### config.mk
export PLATFORM = sky130hd
export DESIGN_NAME = csv_field_tokenizer_top
export DESIGN_NICKNAME = d
export VERILOG_FILES = /design/src/rtl/csvt_pkg.sv /design/src/rtl/csvt_front.sv /design/src/rtl/csvt_queue.sv /design/src/rtl/csvt_back.sv /design/src/rtl/csv_field_tokenizer_top.sv
export SDC_FILE = /design/constraint.sdc
export NUM_CORES = 1
export LEC_CHECK = 0
export ABC_AREA = 1
export BUFFER_PORTS_ARGS = -buffer_cell sky130_fd_sc_hd__buf_2
export CAP_MARGIN = 5
export CORE_MARGIN = 2
export CORE_UTILIZATION = 35
export CTS_CLUSTER_DIAMETER = 80
export DETAILED_ROUTE_END_ITERATION = 10
export HOLD_SLACK_MARGIN = 0.06
export PLACE_DENSITY = 0.54
export SYNTH_ARGS = -nofsm -noshare
export SYNTH_HDL_FRONTEND = slang
export SYNTH_SLANG_ARGS = --single-unit
### constraint.sdc
create_clock -name clk -period 3.35 [get_ports clk]
set_input_delay 0.67 -clock clk [delete_from_list [all_inputs] [get_ports clk]]
set_output_delay 0.67 -clock clk [all_outputs]
set_load 0.05 [all_outputs]
### src/rtl/csvt_pkg.sv
// csvt_pkg: shared types and constants of the CSV field tokenizer.
// Used by every module under rtl/; no dependencies of its own.

package csvt_pkg;

    localparam int MAX_ROWS    = 1000;
    localparam int ROW_CNT_W   = $clog2(MAX_ROWS + 1);

    localparam int QUEUE_DEPTH = 4;
    localparam int QPTR_W      = $clog2(QUEUE_DEPTH);
    localparam int QCNT_W      = $clog2(QUEUE_DEPTH + 1);

    localparam logic [7:0] SEP_RESET  = 8'd44;
    localparam logic [7:0] CH_LF      = 8'd10;
    localparam logic [7:0] CH_CR      = 8'd13;
    localparam logic [7:0] CH_SPACE   = 8'd32;
    localparam logic [7:0] CH_QUOTE   = 8'd34;
    localparam logic [7:0] CH_STAR    = 8'd42;
    localparam logic [7:0] CH_SEMI    = 8'd59;

    // "&amp", "&gt", "&lt", newest byte lowest
    localparam logic [31:0] ENT_AMP = 32'h2661_6D70;
    localparam logic [23:0] ENT_GT  = 24'h26_6774;
    localparam logic [23:0] ENT_LT  = 24'h26_6C74;

    typedef struct packed {
        logic [7:0] in_byte;
        logic       end_of_buffer;
    } in_item_t;

    typedef struct packed {
        logic       byte_valid;
        logic [7:0] out_byte;
        logic       in_marker;
        logic       cell_end;
        logic       header_cell;
        logic       row_end;
        logic       last_of_run;
    } out_item_t;

    // all results caused by one input byte
    typedef struct packed {
        logic      two;
        out_item_t first;
        out_item_t second;
    } q_entry_t;

endpackage

### src/rtl/csvt_front.sv
// csvt_front: accepts bytes, tracks quote/cell/row state and classifies
// each byte into up to two result records. Depends on csvt_pkg.

module csvt_front
    import csvt_pkg::*;
(
    input  logic      clk,
    input  logic      rst_n,
    input  logic      accept,
    input  in_item_t  item,
    input  logic      cfg_we,
    input  logic [7:0] cfg_data,
    output logic      push,
    output q_entry_t  entry
);

    logic [7:0]           sep_reg;
    logic                 quoted_reg, quoted_next;
    logic [31:0]          recent_reg, recent_next;
    logic [2:0]           bic_reg, bic_next;
    logic                 prefix_reg, prefix_next;
    logic                 star_reg, star_next;
    logic                 has_reg, has_next;
    logic                 arb_reg, arb_next;
    logic [ROW_CNT_W-1:0] rows_reg, rows_next;

    logic [7:0] b;
    logic       eob, active, brk, ent, content, row_done, ce_emit, eob_emit, im;
    out_item_t  ce_res, ct_res, eob_res, first_res;
    logic       first_v;

    always_comb
    begin
        b      = item.in_byte;
        eob    = item.end_of_buffer;
        active = rows_reg < ROW_CNT_W'(MAX_ROWS);
        brk    = (b == CH_LF) || (b == CH_CR);
        ent    = ((bic_reg >= 3'd4) && (recent_reg == ENT_AMP)) ||
                 ((bic_reg >= 3'd3) &&
                  ((recent_reg[23:0] == ENT_GT) || (recent_reg[23:0] == ENT_LT)));

        content  = 1'b0;
        ce_emit  = 1'b0;
        row_done = 1'b0;

        quoted_next = quoted_reg;
        recent_next = recent_reg;
        bic_next    = bic_reg;
        prefix_next = prefix_reg;
        star_next   = star_reg;
        has_next    = has_reg;
        arb_next    = arb_reg;
        rows_next   = rows_reg;

        ce_res             = '0;
        ce_res.cell_end    = 1'b1;
        ce_res.header_cell = star_reg;
        ce_res.row_end     = brk;

        if (b == CH_QUOTE)
        begin
            quoted_next = ~quoted_reg;
            content     = 1'b1;
        end
        else if (quoted_reg)
            content = 1'b1;
        else if ((b == CH_SEMI) && ent)
            content = 1'b1;
        else if (brk)
        begin
            if (!arb_reg)
            begin
                ce_emit  = 1'b1;
                row_done = 1'b1;
                arb_next = 1'b1;
                rows_next = rows_reg + 1'b1;
            end
        end
        else if (b == sep_reg)
        begin
            ce_emit  = 1'b1;
            arb_next = 1'b0;
        end
        else
            content = 1'b1;

        if (ce_emit)
        begin
            recent_next = '0;
            bic_next    = '0;
            prefix_next = 1'b1;
            star_next   = 1'b0;
            has_next    = 1'b0;
        end

        im = prefix_reg && ((b == CH_STAR) || (b == CH_SPACE));
        if (content)
        begin
            if (im && (b == CH_STAR))
                star_next = 1'b1;
            if (!im)
                prefix_next = 1'b0;
            recent_next = {recent_reg[23:0], b};
            if (bic_reg < 3'd4)
                bic_next = bic_reg + 3'd1;
            has_next = 1'b1;
            arb_next = 1'b0;
        end

        ct_res            = '0;
        ct_res.byte_valid = 1'b1;
        ct_res.out_byte   = b;
        ct_res.in_marker  = im;

        // buffer end closes an unfinished row
        eob_res  = '0;
        eob_emit = 1'b0;
        if (eob && !row_done)
        begin
            if (has_next)
            begin
                eob_emit            = 1'b1;
                eob_res.cell_end    = 1'b1;
                eob_res.header_cell = star_next;
                eob_res.row_end     = 1'b1;
            end
            else if (!arb_next)
            begin
                eob_emit        = 1'b1;
                eob_res.row_end = 1'b1;
            end
        end
        eob_res.last_of_run = 1'b1;

        first_v   = ce_emit || content;
        first_res = ce_emit ? ce_res : ct_res;
        first_res.last_of_run = !eob_emit;

        entry = '0;
        if (first_v)
        begin
            entry.first  = first_res;
            entry.second = eob_res;
            entry.two    = eob_emit;
        end
        else
            entry.first = eob_res;

        push = accept && active && (first_v || eob_emit);
    end

    always_ff @(posedge clk or negedge rst_n)
    begin
        if (!rst_n)
        begin
            sep_reg    <= SEP_RESET;
            quoted_reg <= 1'b0;
            recent_reg <= '0;
            bic_reg    <= '0;
            prefix_reg <= 1'b1;
            star_reg   <= 1'b0;
            has_reg    <= 1'b0;
            arb_reg    <= 1'b0;
            rows_reg   <= '0;
        end
        else
        begin
            if (cfg_we)
                sep_reg <= cfg_data;
            if (accept)
            begin
                if (eob)
                begin
                    quoted_reg <= 1'b0;
                    recent_reg <= '0;
                    bic_reg    <= '0;
                    prefix_reg <= 1'b1;
                    star_reg   <= 1'b0;
                    has_reg    <= 1'b0;
                    arb_reg    <= 1'b0;
                    rows_reg   <= '0;
                end
                else if (active)
                begin
                    quoted_reg <= quoted_next;
                    recent_reg <= recent_next;
                    bic_reg    <= bic_next;
                    prefix_reg <= prefix_next;
                    star_reg   <= star_next;
                    has_reg    <= has_next;
                    arb_reg    <= arb_next;
                    rows_reg   <= rows_next;
                end
            end
        end
    end

endmodule

### src/rtl/csvt_queue.sv
// csvt_queue: small FIFO of per-byte result entries between front and back.
// Depends on csvt_pkg for the entry type and depth.

module csvt_queue
    import csvt_pkg::*;
(
    input  logic     clk,
    input  logic     rst_n,
    input  logic     push,
    input  q_entry_t push_entry,
    input  logic     pop,
    output q_entry_t head,
    output logic     empty,
    output logic     full
);

    q_entry_t          mem [QUEUE_DEPTH];
    logic [QPTR_W-1:0] wr_ptr_reg, rd_ptr_reg;
    logic [QCNT_W-1:0] count_reg, count_next;

    assign empty = (count_reg == '0);
    assign full  = (count_reg == QCNT_W'(QUEUE_DEPTH));
    assign head  = mem[rd_ptr_reg];

    always_comb
    begin
        count_next = count_reg;
        if (push && !pop)
            count_next = count_reg + 1'b1;
        else if (!push && pop)
            count_next = count_reg - 1'b1;
    end

    always_ff @(posedge clk)
    begin
        if (push)
            mem[wr_ptr_reg] <= push_entry;
    end

    always_ff @(posedge clk or negedge rst_n)
    begin
        if (!rst_n)
        begin
            wr_ptr_reg <= '0;
            rd_ptr_reg <= '0;
            count_reg  <= '0;
        end
        else
        begin
            if (push)
                wr_ptr_reg <= wr_ptr_reg + 1'b1;
            if (pop)
                rd_ptr_reg <= rd_ptr_reg + 1'b1;
            count_reg <= count_next;
        end
    end

    a_no_overflow: assert property (@(posedge clk) disable iff (!rst_n)
        push && full |-> pop)
        else $error("queue push while full");

    a_no_underflow: assert property (@(posedge clk) disable iff (!rst_n)
        pop |-> !empty)
        else $error("queue pop while empty");

    a_count_range: assert property (@(posedge clk) disable iff (!rst_n)
        count_reg <= QCNT_W'(QUEUE_DEPTH))
        else $error("queue count out of range");

endmodule

### src/rtl/csvt_back.sv
// csvt_back: drains queue entries and presents results one per transfer
// through an output register. Depends on csvt_pkg.

module csvt_back
    import csvt_pkg::*;
(
    input  logic      clk,
    input  logic      rst_n,
    input  q_entry_t  head,
    input  logic      empty,
    output logic      pop,
    input  logic      out_ready,
    output logic      out_valid,
    output out_item_t out_data
);

    logic      out_valid_reg;
    out_item_t out_reg;
    logic      pend_valid_reg;
    out_item_t pend_reg;
    logic      out_free;

    assign out_free  = !out_valid_reg || out_ready;
    assign pop       = out_free && !pend_valid_reg && !empty;
    assign out_valid = out_valid_reg;
    assign out_data  = out_reg;

    always_ff @(posedge clk or negedge rst_n)
    begin
        if (!rst_n)
        begin
            out_valid_reg  <= 1'b0;
            pend_valid_reg <= 1'b0;
        end
        else if (out_free)
        begin
            if (pend_valid_reg)
            begin
                out_valid_reg  <= 1'b1;
                pend_valid_reg <= 1'b0;
            end
            else
            begin
                out_valid_reg  <= !empty;
                pend_valid_reg <= !empty && head.two;
            end
        end
    end

    always_ff @(posedge clk)
    begin
        if (out_free)
        begin
            if (pend_valid_reg)
                out_reg <= pend_reg;
            else if (!empty)
            begin
                out_reg  <= head.first;
                pend_reg <= head.second;
            end
        end
    end

    a_pend_has_out: assert property (@(posedge clk) disable iff (!rst_n)
        pend_valid_reg |-> out_valid_reg)
        else $error("second result held without a first one shown");

    a_pend_is_last: assert property (@(posedge clk) disable iff (!rst_n)
        pend_valid_reg |-> pend_reg.last_of_run)
        else $error("held second result not marked last");

    a_nonlast_follows: assert property (@(posedge clk) disable iff (!rst_n)
        out_valid_reg && !out_reg.last_of_run |-> pend_valid_reg)
        else $error("non-last result without a follower");

endmodule

### src/rtl/csv_field_tokenizer_top.sv
// CSV field tokenizer: one text byte per transfer on the input channel,
// cell/row result records on the output channel. Separator register on cfg.
//
// Channels: in_valid/in_ready/in_data (byte plus end-of-buffer flag),
// out_valid/out_ready/out_data (one result per transfer), and the
// separator write channel cfg_valid/cfg_ready/cfg_data (always ready).
// Each byte yields zero, one or two results; last_of_run marks the final
// one of a byte. Bytes after the row limit and skipped line breaks yield
// none.
// The first result of a byte is written into the queue and then registered
// in the output stage. Throughput: one byte per cycle while each byte yields
// at most one result and out_ready stays high; the output register moves one
// result per cycle, so a byte with two results takes an extra output transfer.
// The four-entry queue between the classifier and the output stage absorbs
// that and receiver stalls; in_ready drops only when the queue is full.
// Reset clears the separator to ',' and all cell, row and quote state.
// Depends on csvt_pkg, csvt_front, csvt_queue, csvt_back.

module csv_field_tokenizer_top
    import csvt_pkg::*;
(
    input  logic       clk,
    input  logic       rst_n,
    input  logic       in_valid,
    output logic       in_ready,
    input  in_item_t   in_data,
    output logic       out_valid,
    input  logic       out_ready,
    output out_item_t  out_data,
    input  logic       cfg_valid,
    output logic       cfg_ready,
    input  logic [7:0] cfg_data
);

    logic     push, pop, empty, full;
    q_entry_t entry, head;

    assign in_ready  = !full;
    assign cfg_ready = 1'b1;

    csvt_front u_front (
        .clk      (clk),
        .rst_n    (rst_n),
        .accept   (in_valid && in_ready),
        .item     (in_data),
        .cfg_we   (cfg_valid),
        .cfg_data (cfg_data),
        .push     (push),
        .entry    (entry)
    );

    csvt_queue u_queue (
        .clk        (clk),
        .rst_n      (rst_n),
        .push       (push),
        .push_entry (entry),
        .pop        (pop),
        .head       (head),
        .empty      (empty),
        .full       (full)
    );

    csvt_back u_back (
        .clk       (clk),
        .rst_n     (rst_n),
        .head      (head),
        .empty     (empty),
        .pop       (pop),
        .out_ready (out_ready),
        .out_valid (out_valid),
        .out_data  (out_data)
    );

endmodule

# == After elaboration in Yosys (flattened, before gate mapping) ==
# Memories as Yosys holds them, arrays and structs flattened.
# Index checks and enable logic that the tools add are counted.
# op_classes
addsub,6
n_lt_le_gt_ge,4
eq_ne,16
n_mux,73
bitwise,3
reduce_logical,41
# op_table
operator,n
$mux 32,4
$mux 10,7
$mux 14,4
$eq 24x22->1 const B,2
$mux 1,48
$eq 32x30->1 const B,1
$eq 8x6->1 const B,4
$mux 3,8
$eq 8x4->1 const B,2
$logic_and 1x1->1,14
$add 10x1->10 const B,1
$lt 10x10->1 const B,1
$ne 2x2->1 const B,5
$reduce_and 3->1,3
$eq 8x8->1,1
$logic_not 1->1,8
$reduce_bool 2->1,4
$logic_or 1x1->1,7
$reduce_and 7->1,1
$add 3x1->3 const B,2
$add 2x1->2 const B,2
$mux 4,1
$reduce_and 2->1,2
$eq 3x3->1 const B,1
other kinds (8),10
# totals
reg_bits,95
ramBits,76
in_bits,22
output_inout_bits,17
elab_cells,172
memories,1
# memory_table
name,depth,word_bits,read_ports,rd_clocked_by_memory_dff,wr,line_no,source
u_queue.mem,4,19,1,0,1,csvt_queue.sv:17,q_entry_t mem [QUEUE_DEPTH];

# == Depth between registers and ports, before layout ==
# logic_depth
word_depth,18
depth_mapped,20
depth_no_buf,20

# == Hierarchy ==
# Synthesis repeated with hierarchy kept, for this count alone.
# hier_totals
cells_unflattened,1006
area_unflattened_um2,9989.6
# modules_own_cells
mod,instances,cells_per_inst,area_each_um2,seq_area_each_um2
csvt_queue,1,386,5099.9,3658.5
csvt_front,1,525,3699.8,1456.4
csvt_back,1,90,1164.9,890.9
csv_field_tokenizer_top,1,5,25.0,0.0

# == Worst setup path after synthesis ==
# No wires, ideal clock.
# synth_timing
kind,input port to flip-flop
startpoint,in in_data[3] (netlist name)
endpoint,mem u_queue.mem[0][0] (netlist name) (enable)
setup_time_ns,0.393
arrival_ns,2.498
t_required_ns,2.957
setup_slack_ns,0.459
stages,12
path_buffers,1
path_cell_list,buf_4 > nor2_4 > nand2_1 > o21ai_2 > nand2_2 > nor2_2 > nand2_1 > nand4_1 > nand2_1 > nand3_2 > nand2_2 > nor2_1
# synth_via
elab_chain_cells,14
elab_cells_between_ends,39
cone_classes,eq/ne (5); mux (27); reduce/logical (7)
# synth_lines
element,line_no,source
from (decl),csv_field_tokenizer_top.sv:26,"input in_item_t in_data,"
$eq 8x8->1 or $eq 8x4->1 (tied branches),"csvt_front.sv:79, csvt_front.sv:37",
$mux 1 or $logic_or 1x1->1 (tied branches),"csvt_front.sv:79, csvt_front.sv:37",
$mux 1,csvt_front.sv:69,else if (brk)
$mux 1,csvt_front.sv:67,else if ((b == CH_SEMI) && ent)
$mux 1,csvt_front.sv:65,else if (quoted_reg)
$mux 1,csvt_front.sv:60,if (b == CH_QUOTE)
"$mux 1, on equally long branches","csvt_front.sv:97, csvt_front.sv:87",
"$mux 1, on equally long branches","csvt_front.sv:127, csvt_front.sv:97",
$mux 1,csvt_front.sv:120,if (has_next)
$mux 1,csvt_front.sv:118,if (eob && !row_done)
$logic_or 1x1->1 *,csvt_front.sv:149,push = accept && active && (first_v || eob_emit);
$logic_and 1x1->1 *,csvt_front.sv:149,
$mux 1 *,csvt_queue.sv:36,if (push)
$mux 1 (not written as such) *,csvt_queue.sv:37,mem[wr_ptr_reg] <= push_entry;
to (decl),csvt_queue.sv:17,
# Mark *: on every way between the ends. The rest lies on a longest branch, timed or not.

# == Worst setup path after layout ==
# layout_timing
startpoint,reg u_front.bic_reg[0]
endpoint,reg u_queue.count_reg[1]
# layout_via
elab_cells_between_ends,34
cone_classes,order compare (2); mux (19); reduce/logical (13)
# layout_rtl
element,line_no,source
from (decl),csvt_front.sv:20,"logic [2:0] bic_reg, bic_next;"
from (signal assigned),csvt_front.sv:187,bic_reg <= bic_next;
$ge 3x3->1 or $ge 3x2->1 (tied branches),"csvt_front.sv:38, csvt_front.sv:39",
"$logic_and 1x1->1, on equally long branches","csvt_front.sv:38, csvt_front.sv:39",
$logic_or 1x1->1 *,csvt_front.sv:38,ent = ((bic_reg >= 3'd4) && (recent_reg == ENT_AMP)) ||
$logic_and 1x1->1 *,csvt_front.sv:67,
$mux 1,csvt_front.sv:67,
$mux 1,csvt_front.sv:65,
$mux 1,csvt_front.sv:60,
"$mux 1, on equally long branches","csvt_front.sv:97, csvt_front.sv:87",
"$mux 1, on equally long branches","csvt_front.sv:127, csvt_front.sv:97",
$mux 1,csvt_front.sv:120,
$mux 1,csvt_front.sv:118,
$logic_or 1x1->1 *,csvt_front.sv:149,
$logic_and 1x1->1 *,csvt_front.sv:149,
via push,csv_field_tokenizer_top.sv:35,"logic push, pop, empty, full;"
$logic_and 1x1->1 *,csvt_queue.sv:28,if (push && !pop)
$mux 3 *,csvt_queue.sv:28,
via u_queue.count_next[1],csvt_queue.sv:19,"logic [QCNT_W-1:0] count_reg, count_next;"
to (signal assigned),csvt_queue.sv:54,count_reg <= count_next;
to (decl),csvt_queue.sv:19,
# The timed path passes the listed nets; every way through them passes the cells marked *.
# A chain may end at the register's enable or synchronous reset.

==> qor.txt <==
Most frequent cell after synthesis: nor2_1
# H-tree levels: 4
Area fraction of the dominant cell type after synthesis: 0.3609
GP Congestion: 0.8236
Number of port buffers: 37
Clk pwr share: 0.283
Share of cells above drive strength 1: 0.2044
Max FFs per register: 72
CP Data Required Time: 3.66 ns
Flop pwr share: 0.429
Fmax achieved: 0.3510 GHz
Cell variety after synth: 46
Row count: 53
Routed Antenna Nets: 0
Worst Setup Start Kind: flip-flop
Final min period: 2.849 ns
Worst clock skew: 0.01641 ns
Wire per inst: 14.10 um
GRT Total Usage: 0.1497
Worst vdd ir: 0.0003766 V
Ant diodes: 0
Yosys top cell by area: edfxtp_1
CTS buffer count: 17
Synthesized area: 7488 um^2
Post-Route WL: 15.54 mm
Syn_area_per_cell: 9.713 um^2
Core Region: 21,020 um^2
Die area: 22,580 um^2
Final instance area: 8546 um^2
Vias in the first global route: 4,974
Antenna violations before repair: 0
Status: completed
Main synth FF type: edfxtp_1
FILL cells: 2,086
Crit-path max FO: 7
Fraction of registers with async set/reset: 0.4268
Worst Path Arrival: 3.16 ns
Logic pwr share: 0.289
Nets: 845
RSZ-0062 raised after global routing: false
Post-CTS sizing: 0
Yosys warns: 0
Post-synth EDFFs: 90
CP Class: flip-flop to flip-flop
CTS tree: done
Post CTS Setup Buffer Count: 0
Mapped Nets: 802
Synth cell count leaders: nor2_1, nand2_1, edfxtp_1
Hold buffer count at cts: 0
Total placed instance area: 7985 um^2
Worst Hold Class: input port to async pin
First drt pass iteration count: 4
Multi-input gate area: 2590 um^2
Root Buffer: clkbuf_16
Endpoints failing hold: 0
Clock slew at reported path FFs: 0.06 ns
Die X: 150.3 um
Vias: 5,036
Leakage power total: 3.512 nW
Fin crit share: 0.8504
Syn Inst Count: 771
Worst slew pin tran: 0.7840 ns
Sw Ratio: 0.3615
Post-detail-place hpwl: 10.52 mm
DR iter-0 viols: 331
Grt ovf: 0
CTS Sinks: 157
Pin count of the biggest net entering global routing: 38
CTS Buffer Depth: 2
Pint: 4.162 mW
Synth-to-layout area growth: 14.12%
Die height: 150.3 um
Clock Latency Late Sink: 0.42 ns
NetSw: 2.356 mW
Max-slew violations: 0
Pwr per Cell Area: 762.7 nW/um^2
Remaining DRCs: 0
CP endpoint kind: flip-flop
Io pins: 39
First-pass GRT wire length: 25.90 mm
Max-Cap Viols: 0
Post-synthesis register bit count: 157
Register area share after synthesis: 0.5855
Slew HR: 0.4774
Setup_tns: 0 ns
Vias per cell: 4.570
Reg area: 4384 um^2
Finished Core Util: 0.4065
Final Hold Slack: 0.3284 ns
Initial Util: 0.3562
Final-report setup violation count: 0
Synth area leaders: edfxtp_1, dfrtp_1, nor2_1, nand2_1, inv_1
## area by class of cell
type                    count  share of cell area
flip-flops and latches    157              0.5130
multi-input cells         492              0.3031
clock buffers              21             0.05271
inverters                  97             0.04290
well taps                 275             0.04026
repair buffers             49             0.03514
clock inverters            11             0.01288
## layer usage
| layer | wire (um) | track usage | vias up |
|---|---|---|---|
| met5 | 0 | 0 | - |
| met4 | 187 | 0.04670 | 0 |
| met3 | 356 | 0.02727 | 14 |
| met2 | 7813 | 0.2564 | 55 |
| met1 | 7179 | 0.1926 | 2378 |
| li1 | - | - | 2589 |
## path summary, 6_finish.rpt
path                                     startpoint                     end  slack (ns)  cells past startpoint
worst max-delay path             u_front.bic_reg[0]    u_queue.count_reg[1]        0.50                     17
worst min-delay path                          rst_n  u_front.recent_reg[27]        0.33                      1
worst max register to register   u_front.bic_reg[0]    u_queue.count_reg[1]        0.50                     17
worst min register to register  u_front.rows_reg[8]     u_front.rows_reg[8]        0.49                      1
max in group asynchronous                     rst_n      u_front.prefix_reg        2.30                      2
min in group clk                        cfg_data[1]      u_front.sep_reg[1]        0.46                      3
## power groups by stage
stage / registers, mW / logic [mW] / clock network, mW
6_report: 2.79 / 1.88 / 1.84
5_1_grt: 2.85 / 2.11 / 1.97
4_1_cts: 2.80 / 1.91 / 1.88
3_5_place_dp: 2.84 / 1.91 / 0
3_3_place_gp: 2.84 / 1.88 / 0
2_1_floorplan: 3.08 / 1.12 / 0
## cells in the final DEF, fill, tap and decap left out, types with 3 or more instances in the layout
cell type	synthesis	routed
nor2_2	7	7
edfxtp_1	90	90
nor3_1	4	4
o21ai_2	31	31
nor2_4	7	7
a31oi_1	5	5
clkbuf_16	0	17
dfstp_2	4	4
nand3_1	18	18
nand2_2	11	11
clkinv_1	3	3
o21ai_0	55	55
xnor2_1	6	6
inv_2	10	10
nor3_2	4	4
xor2_1	4	4
ha_1	8	8
nor2_1	140	140
mux2_2	6	6
clkbuf_1	12	3
inv_6	0	3
inv_1	83	83
dfrtp_1	63	63
clkinv_4	0	3
clkinvlp_4	0	3
nand4_1	7	7
buf_4	5	10
nand2_1	137	137
a21oi_1	16	16
buf_2	4	37
o22ai_1	4	4
## worst max-delay path, stage by stage, from the launching register on
cell	delay (ns)
dfrtp_1	0.41
ha_1	0.22
nor2_1	0.08
nand2_1	0.09
nand2_1	0.08
nor2_1	0.04
nand2_1	0.05
nand2_1	0.08
nand2_2	0.11
nand4_1	0.14
nand2_1	0.15
nand3_2	0.12
nand2_2	0.14
inv_1	0.06
ha_1	0.19
inv_1	0.10
fa_1	0.42
mux2_2	0.27
## through the flow
stage | power [mW] | setup WS (ns) | std cells
6_report | 6.518 | 0.5012 | 1102
5_1_grt | 6.938 | 0.2189 | 1102
4_1_cts | 6.599 | 0.4773 | 1102
3_5_place_dp | 4.742 | 0.2226 | 1070
3_3_place_gp | 4.722 | 0.2918 | 1070
2_1_floorplan | 4.199 | 0.4590 | 771
## cells by family (layout without fill, tap and decap cells)
kind of cell | after synthesis | in the layout | share of synthesized area
other | 1 | 1 | 0.0005008
multiplexers | 6 | 6 | 0.009022
AO/OA/AOI/OAI | 120 | 120 | 0.1013
XOR/XNOR | 11 | 11 | 0.01387
adder cells (fa/ha/maj) | 9 | 9 | 0.01604
AND/OR/NAND/NOR | 345 | 345 | 0.2052
buffers and inverters | 122 | 178 | 0.06867
flip-flops | 157 | 157 | 0.5855
No activity file was read; power rests on OpenSTA's default activity.
